**src/rtl/sha256_pkg.sv**
```systemverilog
`default_nettype none
package sha256_pkg;

	typedef struct packed {
		logic [7:0] data_byte;
		logic       has_byte;
		logic       end_of_message;
	} msg_item_t;

	typedef struct packed {
		logic [31:0] hash_word;
		logic [2:0]  word_index;
		logic        last_word;
	} dig_item_t;

	// word w holds bytes 4w..4w+3, byte 4w in the top lane
	typedef logic [15:0][31:0] blk_words_t;

	typedef struct packed {
		blk_words_t words;
		logic       last;
	} blk_t;

	localparam logic [7:0] PadMark = 8'h80;
	localparam logic [5:0] LastByte = 6'd63;
	localparam logic [5:0] MaxFitFill = 6'd55;

	localparam logic [31:0] INIT_H [8] = '{
		32'h6a09e667, 32'hbb67ae85, 32'h3c6ef372, 32'ha54ff53a,
		32'h510e527f, 32'h9b05688c, 32'h1f83d9ab, 32'h5be0cd19
	};

	localparam logic [31:0] ROUND_K [64] = '{
		32'h428a2f98, 32'h71374491, 32'hb5c0fbcf, 32'he9b5dba5,
		32'h3956c25b, 32'h59f111f1, 32'h923f82a4, 32'hab1c5ed5,
		32'hd807aa98, 32'h12835b01, 32'h243185be, 32'h550c7dc3,
		32'h72be5d74, 32'h80deb1fe, 32'h9bdc06a7, 32'hc19bf174,
		32'he49b69c1, 32'hefbe4786, 32'h0fc19dc6, 32'h240ca1cc,
		32'h2de92c6f, 32'h4a7484aa, 32'h5cb0a9dc, 32'h76f988da,
		32'h983e5152, 32'ha831c66d, 32'hb00327c8, 32'hbf597fc7,
		32'hc6e00bf3, 32'hd5a79147, 32'h06ca6351, 32'h14292967,
		32'h27b70a85, 32'h2e1b2138, 32'h4d2c6dfc, 32'h53380d13,
		32'h650a7354, 32'h766a0abb, 32'h81c2c92e, 32'h92722c85,
		32'ha2bfe8a1, 32'ha81a664b, 32'hc24b8b70, 32'hc76c51a3,
		32'hd192e819, 32'hd6990624, 32'hf40e3585, 32'h106aa070,
		32'h19a4c116, 32'h1e376c08, 32'h2748774c, 32'h34b0bcb5,
		32'h391c0cb3, 32'h4ed8aa4a, 32'h5b9cca4f, 32'h682e6ff3,
		32'h748f82ee, 32'h78a5636f, 32'h84c87814, 32'h8cc70208,
		32'h90befffa, 32'ha4506ceb, 32'hbef9a3f7, 32'hc67178f2
	};

	function automatic logic [31:0] ror(input logic [31:0] x, input int n);
		logic [63:0] d;
		d = {x, x} >> n;
		return d[31:0];
	endfunction

	function automatic logic [31:0] big_sig0(input logic [31:0] x);
		return ror(x, 2) ^ ror(x, 13) ^ ror(x, 22);
	endfunction

	function automatic logic [31:0] big_sig1(input logic [31:0] x);
		return ror(x, 6) ^ ror(x, 11) ^ ror(x, 25);
	endfunction

	function automatic logic [31:0] small_sig0(input logic [31:0] x);
		return ror(x, 7) ^ ror(x, 18) ^ (x >> 3);
	endfunction

	function automatic logic [31:0] small_sig1(input logic [31:0] x);
		return ror(x, 17) ^ ror(x, 19) ^ (x >> 10);
	endfunction

endpackage
`default_nettype wire

```
**src/rtl/sha256_core.sv**
```systemverilog
`default_nettype none
module sha256_core (
	input  wire logic            clk,
	input  wire logic            arst_n,
	input  wire logic            head_valid,
	input  wire sha256_pkg::blk_t head,
	output logic                 pop,
	output logic                 dig_valid,
	input  wire logic            dig_stall,
	output sha256_pkg::dig_item_t dig
);
	import sha256_pkg::*;

	typedef enum logic [3:0] {
		C_IDLE = 4'b0001,
		C_RUN  = 4'b0010,
		C_FOLD = 4'b0100,
		C_OUT  = 4'b1000
	} cst_t;

	cst_t              st_q;
	logic [7:0][31:0]  h_q;
	logic [7:0][31:0]  v_q;
	blk_words_t        w_q;
	logic [5:0]        rnd_q;
	logic              last_q;
	logic [2:0]        idx_q;

	logic [31:0] t1;
	logic [31:0] t2;
	logic [31:0] w_new;

	always_comb begin
		t1 = v_q[7] + big_sig1(v_q[4]) + ((v_q[4] & v_q[5]) ^ (~v_q[4] & v_q[6]))
			+ ROUND_K[rnd_q] + w_q[0];
		t2 = big_sig0(v_q[0]) + ((v_q[0] & v_q[1]) ^ (v_q[0] & v_q[2]) ^ (v_q[1] & v_q[2]));
		// schedule word i+16 from the 16-word window
		w_new = w_q[0] + small_sig0(w_q[1]) + w_q[9] + small_sig1(w_q[14]);
	end

	assign pop       = (st_q == C_IDLE) && head_valid;
	assign dig_valid = st_q == C_OUT;
	assign dig       = '{hash_word: h_q[idx_q], word_index: idx_q,
		last_word: (idx_q == 3'd7)};

	always_ff @(posedge clk) begin
		if (pop) begin
			w_q <= head.words;
			v_q <= h_q;
		end else if (st_q == C_RUN) begin
			w_q <= {w_new, w_q[15:1]};
			v_q <= {v_q[6:4], v_q[3] + t1, v_q[2:0], t1 + t2};
		end
	end

	always_ff @(posedge clk or negedge arst_n) begin
		if (!arst_n) begin
			st_q   <= C_IDLE;
			rnd_q  <= '0;
			last_q <= 1'b0;
			idx_q  <= '0;
			for (int i = 0; i < 8; i++) begin
				h_q[i] <= INIT_H[i];
			end
		end else begin
			unique case (st_q)
				C_IDLE: begin
					if (head_valid) begin
						st_q   <= C_RUN;
						rnd_q  <= '0;
						last_q <= head.last;
					end
				end
				C_RUN: begin
					rnd_q <= rnd_q + 6'd1;
					if (rnd_q == 6'd63) begin
						st_q <= C_FOLD;
					end
				end
				C_FOLD: begin
					for (int i = 0; i < 8; i++) begin
						h_q[i] <= h_q[i] + v_q[i];
					end
					idx_q <= '0;
					st_q  <= last_q ? C_OUT : C_IDLE;
				end
				C_OUT: begin
					if (!dig_stall) begin
						idx_q <= idx_q + 3'd1;
						if (idx_q == 3'd7) begin
							st_q <= C_IDLE;
							for (int i = 0; i < 8; i++) begin
								h_q[i] <= INIT_H[i];
							end
						end
					end
				end
				default: begin
					st_q <= C_IDLE;
				end
			endcase
		end
	end

endmodule
`default_nettype wire

```
**config.mk**
```make
export PLATFORM = sky130hd
export DESIGN_NAME = sha256_core
export DESIGN_NICKNAME = d
export VERILOG_FILES = /design/src/rtl/sha256_pkg.sv /design/src/rtl/sha256_core.sv
export SDC_FILE = /design/constraint.sdc
export NUM_CORES = 2
export LEC_CHECK = 0
export BUFFER_PORTS_ARGS = -buffer_cell sky130_fd_sc_hd__buf_4
export CORE_ASPECT_RATIO = 1.75
export CORE_MARGIN = 2
export CORE_UTILIZATION = 49
export CTS_CLUSTER_SIZE = 25
export DETAILED_ROUTE_END_ITERATION = 10
export PLACE_DENSITY = 0.66
export SLEW_MARGIN = 20
export SYNTH_ARGS = -nofsm -noshare
export SYNTH_HDL_FRONTEND = slang
export SYNTH_SLANG_ARGS = --single-unit
```
**constraint.sdc**
```tcl
create_clock -name clk -period 24 [get_ports clk]
set_input_delay 2.4 -clock clk [delete_from_list [all_inputs] [get_ports clk]]
set_output_delay 2.4 -clock clk [all_outputs]
set_load 0.02 [all_outputs]
```
==> run metrics <==
vias in the first global route 60200; MaxCap Viol Count 0; Filler cells 13300; Netlist cell types 98; sequential share of the synthesized area 41.5%; Post-Syn Area 72200 um^2; largest net degree at the start of global routing 203; routed wire length 293000 um; Commonest cells post-synth 2281 x nand2_1, 768 x edfxtp_1, 486 x a21oi_1; CTS root buffer clkbuf_16; # rows 186; Setup crit end kind flip-flop; reg2reg path depth 29; Mapped Nets 9013; DPL Wire Length 227000 um; R2R Path End v_q[30]; IO Count 555; final setup fails 0; RSZ-0062 raised after global routing false; Clock Tree Buf Depth 3; share of layout cells above drive strength 1 13.6%; Slew headroom 21.5%; final net count 9384; initial core utilization 49.3%; TritonCTS Buffers 103; Port Buffer Count 554; CTS Hold Buffers Added 0; final slew viol count 0; DRT Pass-1 Iters 6; fin crit share 42.2%; final worst path period need 10.14 ns; # DRC 0; first-pass GRT wire length 413000 um; setup repair bufs after CTS 0; syn avg cell area 9.14 um^2; CTS tree done; post-route antenna net violation count 0; CP endpoint v_q[30]; final setup TNS 0 ns; status completed; Crit. Startpoint rnd_q[0]; Multi-input gate area 39000 um^2; Fin Clk Skew 0.0601 ns; Critical Path Fanout Max 17; Final GP Congestion 1.03; Yosys top cell by area edfxtp_1; fmax 98.6 MHz; Post-synth EDFFs 768; grt total ovfl 0; top-area cell type share of the netlist area 31.9%; Via-to-Cell Ratio 5.91; Crit Path Category reg -> reg; DR iter-0 viols 5286; worst-margin pin slew 1.14 ns; CTS sink count 1038; ys async rst share 26.0%; worst reg-to-reg setup slack 13.86 ns; Min-Delay Startpoint w_q[109]; startpoint types flip-flop; FF/Latch Area 30000 um^2; HP Class reg -> reg; final hold vios 0; die width 294 um; clock insertion delay at the later pin of the skew report 0.77 ns; Cells after Synth 7902; DIE HEIGHT 512 um; Required @ worst endpoint 24.46 ns; routed via count 60600; Synth-to-Final Area Change 13.0%; most frequent CP cell a21oi_1; crit path DAT 10.60 ns; core area 147000 um^2; CTS resizes 0; top cells by area, synth edfxtp_1 32%, nand2_1 12%, ha_1 6.9%; most numerous cell in the Yosys netlist nand2_1; post-synthesis register bit count 1038; CP max stage cell o21ai_0; top routing layer used met5; Final Cell Area 81600 um^2; Worst-path clk slew 0.07 ns; dpl cell area 78100 um^2; synth warn 0; DR WL/cell 28.5 um; initial antenna violation count 22; global-route usage over all layers 38.2%; Primary FF master, synth edfxtp_1; H-tree depth 3; Met1 Wirelength 92600 um; die area 151000 um^2; met2 wire len 146000 um; Critical Path Max Stage Delay 0.83 ns; DR WL met3 20600 um; Critical R2R Launch rnd_q[0]
layer usage:
metal / up-vias / track usage [%]
met5: - / 0
met4: 6 / 36.4
met3: 831 / 7.08
met2: 2631 / 66.4
met1: 29400 / 37.8
li1: 27700 / -
logic make-up (layout without fill, tap and decap cells):
group           Yosys count  after routing  share of synthesized area (%)
simple gates           3076           3076                           17.4
other cells               0             21                              0
buf+inv                 867           1326                           4.55
flops                  1038           1038                           41.5
mux                     148            148                           3.39
fa+ha+maj               598            598                           12.4
compound gates         1615           1615                           14.0
xor+xnor                560            560                           6.79
layout by cell type, fill, tap and decap left out, drive strengths merged, types with 124 or more instances in the layout:
| cell | instances |
|---|---|
| edfxtp | 768 |
| inv | 492 |
| dfstp | 137 |
| o21ai | 440 |
| dfrtp | 133 |
| clkbuf | 124 |
| nand2 | 2281 |
| buf | 645 |
| nor2 | 346 |
| xnor2 | 291 |
| ha | 397 |
| a21o | 215 |
| a21oi | 488 |
| xor2 | 269 |
| fa | 197 |
critical path: cells and delay by family, from the launching register on:
family	cells	cell delay [ns]
XOR/XNOR	2	0.37
AND/OR/NAND/NOR	4	0.82
flip-flops	1	0.76
adder cells (fa/ha/maj)	5	2.22
buffers and inverters	4	0.92
AO/OA/AOI/OAI	14	4.76
worst min path at each step:
stage / end / slack (ns) / cells after the start
3_5_place_dp: w_q[399] / 0.50 / 2
2_1_floorplan: h_q[223] / 0.44 / 1
6_report: w_q[77] / 0.50 / 2
3_3_place_gp: w_q[357] / 0.49 / 2
5_1_grt: w_q[231] / 0.53 / 2
4_1_cts: w_q[399] / 0.51 / 2
flip-flops by register name (all words and copies together), names as in the netlist:
name	flops
rnd_q	6
last_q	1
st_q	4
v_q	256
h_q	256
idx_q	3
w_q	512
metrics by stage:
stage                     utilization [%]  std cells  worst slack [ns]  hold slack [ns]
after detailed placement             53.3      10000             14.08            0.496
after global routing                 55.7      10300             13.39            0.530
final                                55.7      10300             13.86            0.503
after global placement               53.3      10000             14.07            0.495
after CTS                            55.6      10200             14.03            0.510
after floorplan                         -       7902              4.61            0.441
area by class of cell:
type / count / area share (%)
Antenna cell: 21 / 0.0644
Clock buffer: 124 / 3.30
Clock inverter: 69 / 0.924
Inverter: 488 / 2.26
Multi-Input combinational cell: 5997 / 47.8
Sequential cell: 1038 / 36.8
Tap cell: 1880 / 2.88
Timing Repair Buffer: 645 / 6.02
Power is not shown: default switching activity piles up to over one toggle a cycle in this logic, so the estimate is an artifact.
