`src/rtl/sha256_pkg.sv`:
```
`default_nettype none
package sha256_pkg;

	typedef struct packed {
		logic [7:0] data_byte;
		logic       has_byte;
		logic       end_of_message;
	} msg_item_t;

	typedef struct packed {
		logic [31:0] hash_word;
		logic [2:0]  word_index;
		logic        last_word;
	} dig_item_t;

	// word w holds bytes 4w..4w+3, byte 4w in the top lane
	typedef logic [15:0][31:0] blk_words_t;

	typedef struct packed {
		blk_words_t words;
		logic       last;
	} blk_t;

	localparam logic [7:0] PadMark = 8'h80;
	localparam logic [5:0] LastByte = 6'd63;
	localparam logic [5:0] MaxFitFill = 6'd55;

	localparam logic [31:0] INIT_H [8] = '{
		32'h6a09e667, 32'hbb67ae85, 32'h3c6ef372, 32'ha54ff53a,
		32'h510e527f, 32'h9b05688c, 32'h1f83d9ab, 32'h5be0cd19
	};

	localparam logic [31:0] ROUND_K [64] = '{
		32'h428a2f98, 32'h71374491, 32'hb5c0fbcf, 32'he9b5dba5,
		32'h3956c25b, 32'h59f111f1, 32'h923f82a4, 32'hab1c5ed5,
		32'hd807aa98, 32'h12835b01, 32'h243185be, 32'h550c7dc3,
		32'h72be5d74, 32'h80deb1fe, 32'h9bdc06a7, 32'hc19bf174,
		32'he49b69c1, 32'hefbe4786, 32'h0fc19dc6, 32'h240ca1cc,
		32'h2de92c6f, 32'h4a7484aa, 32'h5cb0a9dc, 32'h76f988da,
		32'h983e5152, 32'ha831c66d, 32'hb00327c8, 32'hbf597fc7,
		32'hc6e00bf3, 32'hd5a79147, 32'h06ca6351, 32'h14292967,
		32'h27b70a85, 32'h2e1b2138, 32'h4d2c6dfc, 32'h53380d13,
		32'h650a7354, 32'h766a0abb, 32'h81c2c92e, 32'h92722c85,
		32'ha2bfe8a1, 32'ha81a664b, 32'hc24b8b70, 32'hc76c51a3,
		32'hd192e819, 32'hd6990624, 32'hf40e3585, 32'h106aa070,
		32'h19a4c116, 32'h1e376c08, 32'h2748774c, 32'h34b0bcb5,
		32'h391c0cb3, 32'h4ed8aa4a, 32'h5b9cca4f, 32'h682e6ff3,
		32'h748f82ee, 32'h78a5636f, 32'h84c87814, 32'h8cc70208,
		32'h90befffa, 32'ha4506ceb, 32'hbef9a3f7, 32'hc67178f2
	};

	function automatic logic [31:0] ror(input logic [31:0] x, input int n);
		logic [63:0] d;
		d = {x, x} >> n;
		return d[31:0];
	endfunction

	function automatic logic [31:0] big_sig0(input logic [31:0] x);
		return ror(x, 2) ^ ror(x, 13) ^ ror(x, 22);
	endfunction

	function automatic logic [31:0] big_sig1(input logic [31:0] x);
		return ror(x, 6) ^ ror(x, 11) ^ ror(x, 25);
	endfunction

	function automatic logic [31:0] small_sig0(input logic [31:0] x);
		return ror(x, 7) ^ ror(x, 18) ^ (x >> 3);
	endfunction

	function automatic logic [31:0] small_sig1(input logic [31:0] x);
		return ror(x, 17) ^ ror(x, 19) ^ (x >> 10);
	endfunction

endpackage
`default_nettype wire

```
`src/rtl/sha256_front.sv`:
```
`default_nettype none
module sha256_front (
	input  wire logic               clk,
	input  wire logic               arst_n,
	input  wire logic               msg_valid,
	output logic                    msg_stall,
	input  wire sha256_pkg::msg_item_t msg,
	output logic                    push,
	output sha256_pkg::blk_t        push_blk,
	input  wire logic               q_full
);
	import sha256_pkg::*;

	typedef enum logic [2:0] {
		F_IN  = 3'b001,
		F_PAD = 3'b010,
		F_LEN = 3'b100
	} fst_t;

	fst_t       st_q;
	logic [5:0] fill_q;
	logic [60:0] cnt_q;
	blk_words_t buf_q;

	logic       take;
	logic       fits;
	blk_words_t merged;
	blk_words_t padded;
	logic [63:0] bit_len;

	assign msg_stall = (st_q != F_IN) || q_full;
	assign take      = msg_valid && !msg_stall;
	assign fits      = fill_q <= MaxFitFill;
	assign bit_len   = {cnt_q, 3'b000};

	always_comb begin
		merged = buf_q;
		merged[fill_q[5:2]][{~fill_q[1:0], 3'b000} +: 8] = msg.data_byte;
	end

	// 0x80 at fill, zeros after, length in last two words if it fits; F_LEN: zeros, length
	always_comb begin
		logic [5:0] idx;
		for (int w = 0; w < 16; w++) begin
			for (int b = 0; b < 4; b++) begin
				idx = 6'(w * 4 + b);
				if (st_q == F_LEN || idx > fill_q) begin
					padded[w][(3 - b) * 8 +: 8] = 8'h00;
				end else if (idx == fill_q) begin
					padded[w][(3 - b) * 8 +: 8] = PadMark;
				end else begin
					padded[w][(3 - b) * 8 +: 8] = buf_q[w][(3 - b) * 8 +: 8];
				end
			end
		end
		if (st_q == F_LEN || fits) begin
			padded[14] = bit_len[63:32];
			padded[15] = bit_len[31:0];
		end
	end

	always_comb begin
		push     = 1'b0;
		push_blk = '{words: merged, last: 1'b0};
		unique case (st_q)
			F_IN: begin
				push = take && msg.has_byte && (fill_q == LastByte);
			end
			F_PAD: begin
				push     = !q_full;
				push_blk = '{words: padded, last: fits};
			end
			F_LEN: begin
				push     = !q_full;
				push_blk = '{words: padded, last: 1'b1};
			end
			default: begin
				push = 1'b0;
			end
		endcase
	end

	always_ff @(posedge clk) begin
		if (take && msg.has_byte) begin
			buf_q <= merged;
		end
	end

	always_ff @(posedge clk or negedge arst_n) begin
		if (!arst_n) begin
			st_q   <= F_IN;
			fill_q <= '0;
			cnt_q  <= '0;
		end else begin
			unique case (st_q)
				F_IN: begin
					if (take) begin
						if (msg.has_byte) begin
							// 6-bit fill wraps to zero as the full block leaves
							fill_q <= fill_q + 6'd1;
							cnt_q  <= cnt_q + 61'd1;
						end
						if (msg.end_of_message) begin
							st_q <= F_PAD;
						end
					end
				end
				F_PAD: begin
					if (!q_full) begin
						if (fits) begin
							st_q   <= F_IN;
							fill_q <= '0;
							cnt_q  <= '0;
						end else begin
							st_q <= F_LEN;
						end
					end
				end
				F_LEN: begin
					if (!q_full) begin
						st_q   <= F_IN;
						fill_q <= '0;
						cnt_q  <= '0;
					end
				end
				default: begin
					st_q <= F_IN;
				end
			endcase
		end
	end

endmodule
`default_nettype wire

```
`config.mk`:
```
export PLATFORM = sky130hd
export DESIGN_NAME = sha256_front
export DESIGN_NICKNAME = d
export VERILOG_FILES = /design/src/rtl/sha256_pkg.sv /design/src/rtl/sha256_front.sv
export SDC_FILE = /design/constraint.sdc
export NUM_CORES = 2
export LEC_CHECK = 0
export BUFFER_PORTS_ARGS = -buffer_cell sky130_fd_sc_hd__buf_2
export CORE_MARGIN = 4
export CORE_UTILIZATION = 35
export CTS_BUF_LIST = sky130_fd_sc_hd__clkbuf_4 sky130_fd_sc_hd__clkbuf_8
export DETAILED_ROUTE_END_ITERATION = 10
export PLACE_DENSITY = 0.5
export SYNTH_ARGS = -nofsm -noshare
export SYNTH_HDL_FRONTEND = slang
export SYNTH_SLANG_ARGS = --single-unit
```
`constraint.sdc`:
```
create_clock -name clk -period 23.1 [get_ports clk]
set_clock_uncertainty 0.15 [all_clocks]
set_input_delay 4.62 -clock clk [delete_from_list [all_inputs] [get_ports clk]]
set_output_delay 4.62 -clock clk [all_outputs]
set_load 0.005 [all_outputs]
```
==> metrics.md <==
| Metric | Value |
|---|---|
| Total global routing overflow | 0 |
| Final GP Congestion | 0.845 |
| Setup_tns | 0 ps |
| Reg2Reg Setup Slack | 16620 ps |
| Worst slew pin tran | 1250 ps |
| Share of cells above drive strength 1 | 21.4% |
| Most frequent cells in the layout | nand2_1 (667), o21ai_0 (573), buf_2 (527) |
| Fin crit share | 51.7% |
| Synth-to-layout area growth | 18.3% |
| Vias in the first global route | 26.8k |
| Yosys top cell area share | 48.5% |
| Antenna violations before repair | 4 |
| # setup viols final | 0 |
| Site row count | 110 |
| Overall Power | 3.00 mW |
| Mapped Area | 31700 sq um |
| Clk_lat worst skew | 760 ps |
| Crit path capture type | primary output |
| CTS buffer count | 109 |
| RSZ-0062 raised after global routing | false |
| Crit path required time | 18330 ps |
| CTS Root Cell | clkbuf_8 |
| Clock transition at path regs | 60 ps |
| CP max-delay cell | nor4b_1 |
| First-pass GRT wire length | 195000 um |
| Min-Delay Path Depth | 1 |
| Critical path type | in2out |
| Final Hold Viols | 0 |
| WP buf/inv | 2 |
| Post-route DRC | 0 |
| Achievable Freq | 83.7 MHz |
| Clock sink total | 582 |
| Core Region | 89900 sq um |
| Hold_buf cts | 0 |
| Critical Path Fanout Max | 15 |
| Most frequent CP cell | buf_2 |
| I/O pins | 529 |
| Min Tclk post-route | 11950 ps |
| Vias | 29.0k |
| Worst r2r src | st_q[0] |
| Max stage delay on crit path | 970 ps |
| Antenna viol nets, final | 0 |
| Die X | 309 um |
| Number of synthesized register bits | 582 |
| Maxcap violations | 0 |
| PwrDens | 80.2 nW/um^2 |
| Post-synth EDFFs | 512 |
| Most common cell after layout, fill and taps aside | nand2_1 |
| DPL Wire Length | 93200 um |
| DR WL/cell | 27.8 um |
| Max Slew Vio Count | 0 |
| DRT iter0 DRCs | 2957 |
| Die area | 95400 sq um |
| Post-Syn Area per Cell | 9.81 sq um |
| HP Start | cnt_q[19] |
| Die Ht | 309 um |
| CP delay by family, top | simple AND/OR/NAND/NOR gates |
| Synth unique cells | 80 |
| Top cells by area, synth | edfxtp_1 (49%), a22o_1 (9.9%), o21ai_0 (9.0%) |
| Arr. time, crit path | 7180 ps |
| Initial Util | 35.3% |
| Routed WL | 137000 um |
| Register area share after synthesis | 54.1% |
| Initial DRT Pass Iterations | 5 |
| Synth Warn # | 0 |
| Reg2reg path depth | 6 |
| Syn Inst Count | 3229 |
| Port bufs | 528 |
| Fillers | 9064 |
| Post-synth top flop | edfxtp_1 |
| Peak supply drop | 0.0000492 V |
| Cell Chain, Critical Path | buf_2, nor4b_1, nand2_1, o22ai_1, buf_2 |
| Ys async rst share | 12.0% |
| Reg2Reg Capture Point | buf_q[318] |
| Static leakage | 15.5 nW |
| CP Launch Type | input port |
| H-tree Lvls | 3 |
| Min-Delay Path Class | reg2reg |
| CTS max path bufs | 3 |
| Final nets | 3702 |
| Vias/cell | 5.87 |
| GR Util All Layers | 27.5% |
| Hold Path Sink | cnt_q[19] |
| Max-slew headroom at the worst pin | 16.3% |
| Synth Net Count | 3250 |
| Status | complete, no violations |
| Number of post-CTS setup repair buffers | 0 |
| TritonCTS clock tree | yes |
| Largest net degree at the start of global routing | 191 |
| Cell taking the most area after synthesis | edfxtp_1 |
| Cts repair resizes | 0 |
## per-stage QoR
stage	instances	util [%]	cell area (sq um)	setup slack [ps]	hold WS [ps]
final	4937	41.7	37500	11150	376
after global routing	4936	41.7	37500	11140	389
after CTS	4935	41.7	37500	11100	364
after detailed placement	4746	39.4	35400	11120	357
after global placement	4746	39.4	35400	11180	359
after floorplan	3229	-	31700	2130	315
## synthesized netlist by cell type (23+ instances only)
cell       number
a221o_1        34
dfrtp_1        69
nand4_1        25
o21ai_1        33
o22ai_1        57
edfxtp_1      512
buf_2          28
nor2_1        104
and2_1         27
nand3_1        67
o21ai_0       573
and3_1         23
nand2_1       669
a21oi_1       114
a22o_1        358
o2bb2ai_1      37
clkbuf_1      208
a21o_1         30
## how the worst max path moves through the flow
stage | depth (start not counted) | slack [ps] | endpoint | startpoint
finish | 5 | 11150 | push | q_full
detailed placement | 5 | 11120 | push | q_full
global placement | 5 | 11180 | push | q_full
global route | 5 | 11140 | push | q_full
floorplan | 5 | 2130 | fill_q[4] | q_full
CTS | 5 | 11100 | push | q_full
## cell type report
cell class | count | area, sq um | area share (%)
repair buffers | 593 | 3160 | 8.43
flip-flops and latches | 582 | 17100 | 45.7
multi-input cells | 2375 | 13600 | 36.2
diodes | 2 | 5.00 | 0.0134
inverters | 20 | 82.6 | 0.220
clock buffers | 152 | 1850 | 4.95
well taps | 1176 | 1470 | 3.93
clock inverters | 37 | 190 | 0.508
## logic make-up after synthesis
| kind of cell | share of synthesized area [%] |
|---|---|
| AOI/OAI and AO/OA | 27.5 |
| and+or+nand+nor | 14.6 |
| DFF | 54.1 |
| buffers and inverters | 3.36 |
| adders and majority gates | 0.276 |
| muxes | 0.158 |
| xor gates and xnor gates | 0.0829 |
## registers in the layout (all words and copies together) (netlist names)
name    flops
fill_q      6
st_q        3
buf_q     512
cnt_q      61
## routing by layer
layer | routed length [um] | global-route usage (%)
met1 | 59600 | 37.5
met2 | 63000 | 44.2
met3 | 10100 | 6.09
met4 | 4410 | 8.34
met5 | 0 | 0
## power breakdown
part	switching [mW]	total, mW	internal (mW)
clock network	0.464	0.987	0.523
registers	0.0402	1.23	1.19
logic	0.586	0.784	0.198
Power figures use the tool's default switching activity.
