==> src/rtl/sha256_pkg.sv <==
`default_nettype none
package sha256_pkg;

	typedef struct packed {
		logic [7:0] data_byte;
		logic       has_byte;
		logic       end_of_message;
	} msg_item_t;

	typedef struct packed {
		logic [31:0] hash_word;
		logic [2:0]  word_index;
		logic        last_word;
	} dig_item_t;

	// word w holds bytes 4w..4w+3, byte 4w in the top lane
	typedef logic [15:0][31:0] blk_words_t;

	typedef struct packed {
		blk_words_t words;
		logic       last;
	} blk_t;

	localparam logic [7:0] PadMark = 8'h80;
	localparam logic [5:0] LastByte = 6'd63;
	localparam logic [5:0] MaxFitFill = 6'd55;

	localparam logic [31:0] INIT_H [8] = '{
		32'h6a09e667, 32'hbb67ae85, 32'h3c6ef372, 32'ha54ff53a,
		32'h510e527f, 32'h9b05688c, 32'h1f83d9ab, 32'h5be0cd19
	};

	localparam logic [31:0] ROUND_K [64] = '{
		32'h428a2f98, 32'h71374491, 32'hb5c0fbcf, 32'he9b5dba5,
		32'h3956c25b, 32'h59f111f1, 32'h923f82a4, 32'hab1c5ed5,
		32'hd807aa98, 32'h12835b01, 32'h243185be, 32'h550c7dc3,
		32'h72be5d74, 32'h80deb1fe, 32'h9bdc06a7, 32'hc19bf174,
		32'he49b69c1, 32'hefbe4786, 32'h0fc19dc6, 32'h240ca1cc,
		32'h2de92c6f, 32'h4a7484aa, 32'h5cb0a9dc, 32'h76f988da,
		32'h983e5152, 32'ha831c66d, 32'hb00327c8, 32'hbf597fc7,
		32'hc6e00bf3, 32'hd5a79147, 32'h06ca6351, 32'h14292967,
		32'h27b70a85, 32'h2e1b2138, 32'h4d2c6dfc, 32'h53380d13,
		32'h650a7354, 32'h766a0abb, 32'h81c2c92e, 32'h92722c85,
		32'ha2bfe8a1, 32'ha81a664b, 32'hc24b8b70, 32'hc76c51a3,
		32'hd192e819, 32'hd6990624, 32'hf40e3585, 32'h106aa070,
		32'h19a4c116, 32'h1e376c08, 32'h2748774c, 32'h34b0bcb5,
		32'h391c0cb3, 32'h4ed8aa4a, 32'h5b9cca4f, 32'h682e6ff3,
		32'h748f82ee, 32'h78a5636f, 32'h84c87814, 32'h8cc70208,
		32'h90befffa, 32'ha4506ceb, 32'hbef9a3f7, 32'hc67178f2
	};

	function automatic logic [31:0] ror(input logic [31:0] x, input int n);
		logic [63:0] d;
		d = {x, x} >> n;
		return d[31:0];
	endfunction

	function automatic logic [31:0] big_sig0(input logic [31:0] x);
		return ror(x, 2) ^ ror(x, 13) ^ ror(x, 22);
	endfunction

	function automatic logic [31:0] big_sig1(input logic [31:0] x);
		return ror(x, 6) ^ ror(x, 11) ^ ror(x, 25);
	endfunction

	function automatic logic [31:0] small_sig0(input logic [31:0] x);
		return ror(x, 7) ^ ror(x, 18) ^ (x >> 3);
	endfunction

	function automatic logic [31:0] small_sig1(input logic [31:0] x);
		return ror(x, 17) ^ ror(x, 19) ^ (x >> 10);
	endfunction

endpackage
`default_nettype wire

==> src/rtl/sha256_fifo.sv <==
`default_nettype none
module sha256_fifo (
	input  wire logic            clk,
	input  wire logic            arst_n,
	input  wire logic            push,
	input  wire sha256_pkg::blk_t push_blk,
	output logic                 full,
	input  wire logic            pop,
	output logic                 head_valid,
	output sha256_pkg::blk_t     head
);
	import sha256_pkg::*;

	blk_t       mem_q [2];
	logic       wr_q;
	logic       rd_q;
	logic [1:0] cnt_q;

	assign full       = cnt_q == 2'd2;
	assign head_valid = cnt_q != 2'd0;
	assign head       = mem_q[rd_q];

	always_ff @(posedge clk) begin
		if (push) begin
			mem_q[wr_q] <= push_blk;
		end
	end

	always_ff @(posedge clk or negedge arst_n) begin
		if (!arst_n) begin
			wr_q  <= 1'b0;
			rd_q  <= 1'b0;
			cnt_q <= '0;
		end else begin
			if (push) begin
				wr_q <= !wr_q;
			end
			if (pop) begin
				rd_q <= !rd_q;
			end
			case ({push, pop})
				2'b10:   cnt_q <= cnt_q + 2'd1;
				2'b01:   cnt_q <= cnt_q - 2'd1;
				default: cnt_q <= cnt_q;
			endcase
		end
	end

endmodule
`default_nettype wire

==> config.mk <==
export PLATFORM = sky130hd
export DESIGN_NAME = sha256_fifo
export DESIGN_NICKNAME = d
export VERILOG_FILES = /design/src/rtl/sha256_pkg.sv /design/src/rtl/sha256_fifo.sv
export SDC_FILE = /design/constraint.sdc
export NUM_CORES = 1
export LEC_CHECK = 0
export BUFFER_PORTS_ARGS = -buffer_cell sky130_fd_sc_hd__buf_2
export CAP_MARGIN = 20
export CORE_AREA = 4 4 405 407
export CTS_BUF_LIST = sky130_fd_sc_hd__clkbuf_8
export DETAILED_ROUTE_END_ITERATION = 7
export DIE_AREA = 0 0 409 411
export SLEW_MARGIN = 20
export SYNTH_ARGS = -nofsm -noshare
export SYNTH_HDL_FRONTEND = slang
export SYNTH_SLANG_ARGS = --single-unit
==> constraint.sdc <==
create_clock -name clk -period 29.3 [get_ports clk]
set_clock_uncertainty 0.1 [all_clocks]
set_input_delay 1.465 -clock clk [delete_from_list [all_inputs] [get_ports clk]]
set_output_delay 1.465 -clock clk [all_outputs]
set_load 0.02 [all_outputs]
==> results of run 1 <==
## critical path, cell delays in order, from the launching register on
cell and delay, ps:
dfrtp_4 930, buf_12 570, buf_4 710, buf_4 890, mux2_2 430, buf_2 170
## path summary, 6_finish.rpt
check	start	end	slack [ps]	cells after the start
max	rd_q$_DFFE_PN0P_	head[21]	22770	5
min	arst_n	rd_q$_DFFE_PN0P_	260	1
max reg2reg	wr_q$_DFFE_PN0P_	mem_q[0][463]$_DFFE_PP_	24040	7
min reg2reg	cnt_q[1]$_DFFE_PN0P_	cnt_q[1]$_DFFE_PN0P_	400	1
max in group asynchronous	arst_n	rd_q$_DFFE_PN0P_	28700	1
min in group clk	cnt_q[1]$_DFFE_PN0P_	cnt_q[1]$_DFFE_PN0P_	400	1
## layer usage
metal / GRT usage [%] / vias to the layer above / wire length (µm)
li1: - / 8893 / -
met1: 14.3 / 10200 / 42000
met2: 21.3 / 954 / 55400
met3: 6.17 / 224 / 11900
met4: 4.07 / 12 / 2540
met5: 0 / - / 87
## metrics by stage
stage          util [%]  hold slack [ps]  cell area (µm²)  total power, mW
6_report           31.1              264            49800             5.01
5_1_grt            31.0              147            49700             5.25
4_1_cts            31.0             61.1            49700             5.09
3_5_place_dp       29.1              390            46600             3.91
3_3_place_gp       29.1              373            46600             3.91
2_1_floorplan         -              348            39200             3.58
## power by group through the flow
stage | clock (mW) | combinational (mW) | sequential, mW
6_report | 1.15 | 1.83 | 2.03
5_1_grt | 1.27 | 1.92 | 2.06
4_1_cts | 1.20 | 1.86 | 2.03
3_5_place_dp | 0 | 1.85 | 2.06
3_3_place_gp | 0 | 1.86 | 2.05
2_1_floorplan | 0 | 1.32 | 2.26
## layout make-up
class / instances / area, µm²
fillers: 15700 / 110000
flip-flops and latches: 1030 / 30900
multi-input cells: 524 / 7600
repair buffers: 1057 / 5390
well taps: 2160 / 2700
clock buffers: 172 / 2370
clock inverters: 136 / 734
diodes: 26 / 65.1
inverters: 1 / 3.75
## synthesized netlist by cell type (all sizes together)
library cell     n
edfxtp        1026
buf             57
mux2           513
or2              1
nor2b            1
xor2             3
inv              1
and2             1
ha               1
dfrtp            4
xnor2            2
nor2             2
## logic make-up after synthesis
family	after synthesis	share of synthesized area (%)
muxes	513	19.1
adders and majority gates	1	0.0319
buffers and inverters	58	1.85
and+or+nand+nor	5	0.0670
DFF	1030	78.8
xor gates and xnor gates	5	0.112
## state kept, by name, summed over array words and instances (netlist names)
signal	cells
cnt_q	2
mem_q	1026
rd_q	1
wr_q	1
==> results.sh, run 1 <==
export IMPL_pre_cts_ws_ps=22710
export IMPL_final_common_cell="buf_2"
export IMPL_dpl_hpwl_um=83000
export IMPL_clockBufferDepth=3
export IMPL_endpoint_kind="output port"
export IMPL_rows=147
export IMPL_maxSlewViolCount=0
export IMPL_initial_utilization_pct=24.5
export IMPL_p_leak_nw=19.7
export IMPL_cp_data_required_time_ps=27730
export IMPL_io_pins=1032
export IMPL_final_cell_mix="buf_2 (1031), edfxtp_1 (1026), mux2_4 (460), clkbuf_8 (172), inv_1 (63)"
export IMPL_max_slew_margin_pct=19.7
export IMPL_synthDistinctLibCells=15
export IMPL_rsz0062_at_grt="false"
export IMPL_drt_vias_per_instance=3.97
export IMPL_vias=20200
export IMPL_drtPass1Iterations=5
export IMPL_area_growth_syn_to_layout_pct=26.9
export IMPL_cap_violations=0
export IMPL_min_path_type="in2async"
export IMPL_p_sw_mw=1.73
export IMPL_period_share_pct=22.3
export IMPL_pwr_share_seq_pct=40.6
export IMPL_wl_per_cell_um=21.9
export IMPL_gp_congestion=0.833
export IMPL_swShare_pct=34.6
export IMPL_crit_fanout=87
export IMPL_antenna_found_initial=80
export IMPL_drtIter0Drc=1253
export IMPL_clock_latency_ps=890
export IMPL_ys_seq_elements=1030
export IMPL_die_w_um=409
export IMPL_drc_errors=0
export IMPL_post_cts_buffers=0
export IMPL_path_class="reg2out"
export IMPL_ys_seq_area_share_pct=78.8
export IMPL_synth_area_top_cells="edfxtp_1 (79%), mux2_4 (18%), mux2_2 (1.5%), buf_8 (1.1%), buf_6 (0.63%)"
export IMPL_startpoint_type="register"
export IMPL_clock_fmax_mhz=153
export IMPL_p_clk_share_pct=23.0
export IMPL_setup_tns_ps=0
export IMPL_ant_nets=0
export IMPL_finalNonFillerCells=5106
export IMPL_die_area_um2=168000
export IMPL_fin_ws_ps=22770
export IMPL_drive_gt1_share_pct=61.1
export IMPL_synth_nets=2130
export IMPL_syn_area_um2=39200
export IMPL_port_buffers=1031
export IMPL_ys_warn_count=0
export IMPL_core_area_um2=160000
export IMPL_cts_tree="done"
export IMPL_outcome="completed"
export IMPL_grt_usage_pct=12.8
export IMPL_irDropWorstVdd_mv=0.0675
export IMPL_grt_pass1_vias=21000
export IMPL_comb_power_share_pct=36.4
export IMPL_worst_pin_slew_ps=1210
export IMPL_numPlacedInstances=4772
export IMPL_die_y_um=411
export IMPL_setup_violations=0
export IMPL_synth_top_area_share_pct=78.6
export IMPL_cts_sinks=1030
export IMPL_path_clk_slew_ps=60
export IMPL_power_density_nw_per_um2=101
export IMPL_routed_wl_um=112000
export IMPL_clock_tree_root_cell="clkbuf_8"
export IMPL_grt_pass1_wl_um=153000
export IMPL_htreeDepth=4
export IMPL_p_int_mw=3.27
export IMPL_cts_resized_gates=0
export IMPL_period_minus_slack_ps=6530
export IMPL_cp_arrival_ps=4970
export IMPL_nets=3304
export IMPL_cts_hold_buf=0
export IMPL_yosysTopAreaCell="edfxtp_1"
export IMPL_cts_buffers_inserted=172
export IMPL_final_hold_violation_count=0
export IMPL_synthCells=1612
export IMPL_avgSynthCellArea_um2=24.3
export IMPL_grt_overflow_total=0
export IMPL_grt_start_max_net_pins=118
(Power assumes the default switching activity.)
==> run 2: changes to the inputs <==
==> constraint.sdc (replaced) <==
create_clock -name clk -period 6.67 [get_ports clk]
set_clock_uncertainty 0.1 [all_clocks]
set_input_delay 0.3335 -clock clk [delete_from_list [all_inputs] [get_ports clk]]
set_output_delay 0.3335 -clock clk [all_outputs]
set_load 0.02 [all_outputs]
==> results.sh, run 2 (synthesis gave the netlist of run 1 again) <==
export IMPL_outcome="completed"
export IMPL_grt_overflow_total=0
export IMPL_clock_latency_ps=840
export IMPL_max_slew_margin_pct=23.2
export IMPL_whs_endpoint="mem_q[1][94]$_DFFE_PP_"
export IMPL_clockBufferDepth=3
export IMPL_wl_per_cell_um=20.3
export IMPL_grt_pass1_vias=26000
export IMPL_antenna_found_initial=29
export IMPL_p_leak_nw=23.7
export IMPL_port_buffers=1031
export IMPL_p_int_mw=15.2
export IMPL_min_from="push_blk[94]"
export IMPL_reg_top3="mem_q x1026, cnt_q x2"
export IMPL_comb_power_share_pct=36.9
export IMPL_drt_vias_per_instance=4.02
export IMPL_crit_chain="buf_12, mux2_4, buf_2"
export IMPL_endpoint_kind="output port"
export IMPL_final_hold_violation_count=0
export IMPL_cts_hold_buf=891
export IMPL_period_minus_slack_ps=3850
export IMPL_period_share_pct=57.8
export IMPL_whs_ps=147
export IMPL_min_path_type="in2reg"
export IMPL_irDropWorstVdd_mv=0.392
export IMPL_path_clk_slew_ps=60
export IMPL_die_w_um=409
export IMPL_htreeDepth=4
export IMPL_p_clk_share_pct=24.0
export IMPL_r2r_start="wr_q$_DFFE_PN0P_"
export IMPL_grt_usage_pct=14.0
export IMPL_cap_violations=0
export IMPL_fill_cells=14800
export IMPL_worst_pin_slew_ps=1150
export IMPL_initial_utilization_pct=24.5
export IMPL_die_area_um2=168000
export IMPL_clock_tree_root_cell="clkbuf_8"
export IMPL_drtPass1Iterations=5
export IMPL_startpoint_type="register"
export IMPL_fin_area_um2=59200
export IMPL_area_growth_syn_to_layout_pct=50.9
export IMPL_routed_wl_um=122000
export IMPL_path_class="reg2out"
export IMPL_nets=4217
export IMPL_core_area_um2=160000
export IMPL_setup_tns_ps=0
export IMPL_r2r_setup_slack_ps=4000
export IMPL_cts_tree="done"
export IMPL_swShare_pct=34.1
export IMPL_post_cts_buffers=0
export IMPL_final_common_cell="buf_2"
export IMPL_drive_gt1_share_pct=47.3
export IMPL_maxSlewViolCount=0
export IMPL_drc_errors=0
export IMPL_power_density_nw_per_um2=389
export IMPL_final_cell_mix="buf_2 (1031), edfxtp_1 (1026), dlygate4sd3_1 (891), mux2_4 (460), clkbuf_8 (179)"
export IMPL_rows=147
export IMPL_vias=24200
export IMPL_p_sw_mw=7.86
export IMPL_cpPeakStageDelay_ps=1090
export IMPL_setup_violations=0
export IMPL_cts_sinks=1030
export IMPL_ant_nets=0
export IMPL_regToRegEndpoint="mem_q[0][108]$_DFFE_PP_"
export IMPL_r2r_cells=3
export IMPL_dpl_hpwl_um=83300
export IMPL_io_pins=1032
export IMPL_crit_fanout=115
export IMPL_dpl_instance_area_um2=46800
export IMPL_pwr_share_seq_pct=39.1
export IMPL_largest_register_ffs=1026
export IMPL_cts_buffers_inserted=176
export IMPL_drtIter0Drc=1454
export IMPL_crit_slowest_cell="dfrtp_4"
export IMPL_cts_resized_gates=0
export IMPL_multi_input_area_um2=7600
export IMPL_grt_pass1_wl_um=173000
export IMPL_cp_data_required_time_ps=6240
export IMPL_die_y_um=411
export IMPL_gp_congestion=0.936
export IMPL_rsz0062_at_grt="false"
export IMPL_cp_arrival_ps=3420
export IMPL_grt_start_max_net_pins=142
export IMPL_holdPathStages=2
export IMPL_final_seq_area_um2=30900
export IMPL_regMostFlops="mem_q"
export IMPL_clock_fmax_mhz=260
-- run 2: metal layers --
metal,GRT usage [%],up-vias,part of all wire [%]
met4,6.19,8,3.8
met5,0,-,0.044
li1,-,10700,-
met3,4.83,254,7.9
met2,23.8,1052,50
met1,15.8,12200,38
-- run 2: worst max-delay path: cells and delay by family (launching register included) --
kind,cells,cell delay [ps]
flip-flops,1,1090
buffers and inverters,2,690
multiplexers,1,360
-- run 2: worst max path at each step --
stage,startpoint,to,slack (ps),cells past startpoint
after detailed placement,rd_q$_DFFE_PN0P_,head[351],3700,3
after global placement,rd_q$_DFFE_PN0P_,head[403],3730,3
after global routing,rd_q$_DFFE_PN0P_,head[400],2580,3
final,rd_q$_DFFE_PN0P_,head[362],2820,3
after CTS,rd_q$_DFFE_PN0P_,head[351],2650,3
after floorplan,wr_q$_DFFE_PN0P_,mem_q[0][0]$_DFFE_PP_,-1870,1
-- run 2: per-stage QoR --
stage,power (mW),worst slack (ps),instances,utilization (%)
4_1_cts,23.3,2650,6005,36.9
6_report,23.0,2820,6023,36.9
2_1_floorplan,15.1,-1870,1612,-
3_3_place_gp,17.2,3730,4790,29.2
5_1_grt,24.0,2580,6019,36.9
3_5_place_dp,17.2,3700,4790,29.2
-- run 2: final cells by class --
type	count	area share, %
inverters	1	0.00634
repair buffers	1966	24.5
multi-input cells	524	12.8
diodes	18	0.0761
clock inverters	145	1.62
flip-flops and latches	1030	52.2
well taps	2160	4.57
clock buffers	179	4.16
-- run 2: power groups by stage --
stage	Combinational, mW	Sequential (mW)	Clock (mW)
4_1_cts	8.55	9.01	5.71
3_3_place_gp	8.07	9.11	0
3_5_place_dp	8.09	9.14	0
5_1_grt	8.88	9.11	6.05
2_1_floorplan	5.81	9.29	0
6_report	8.49	9.01	5.53
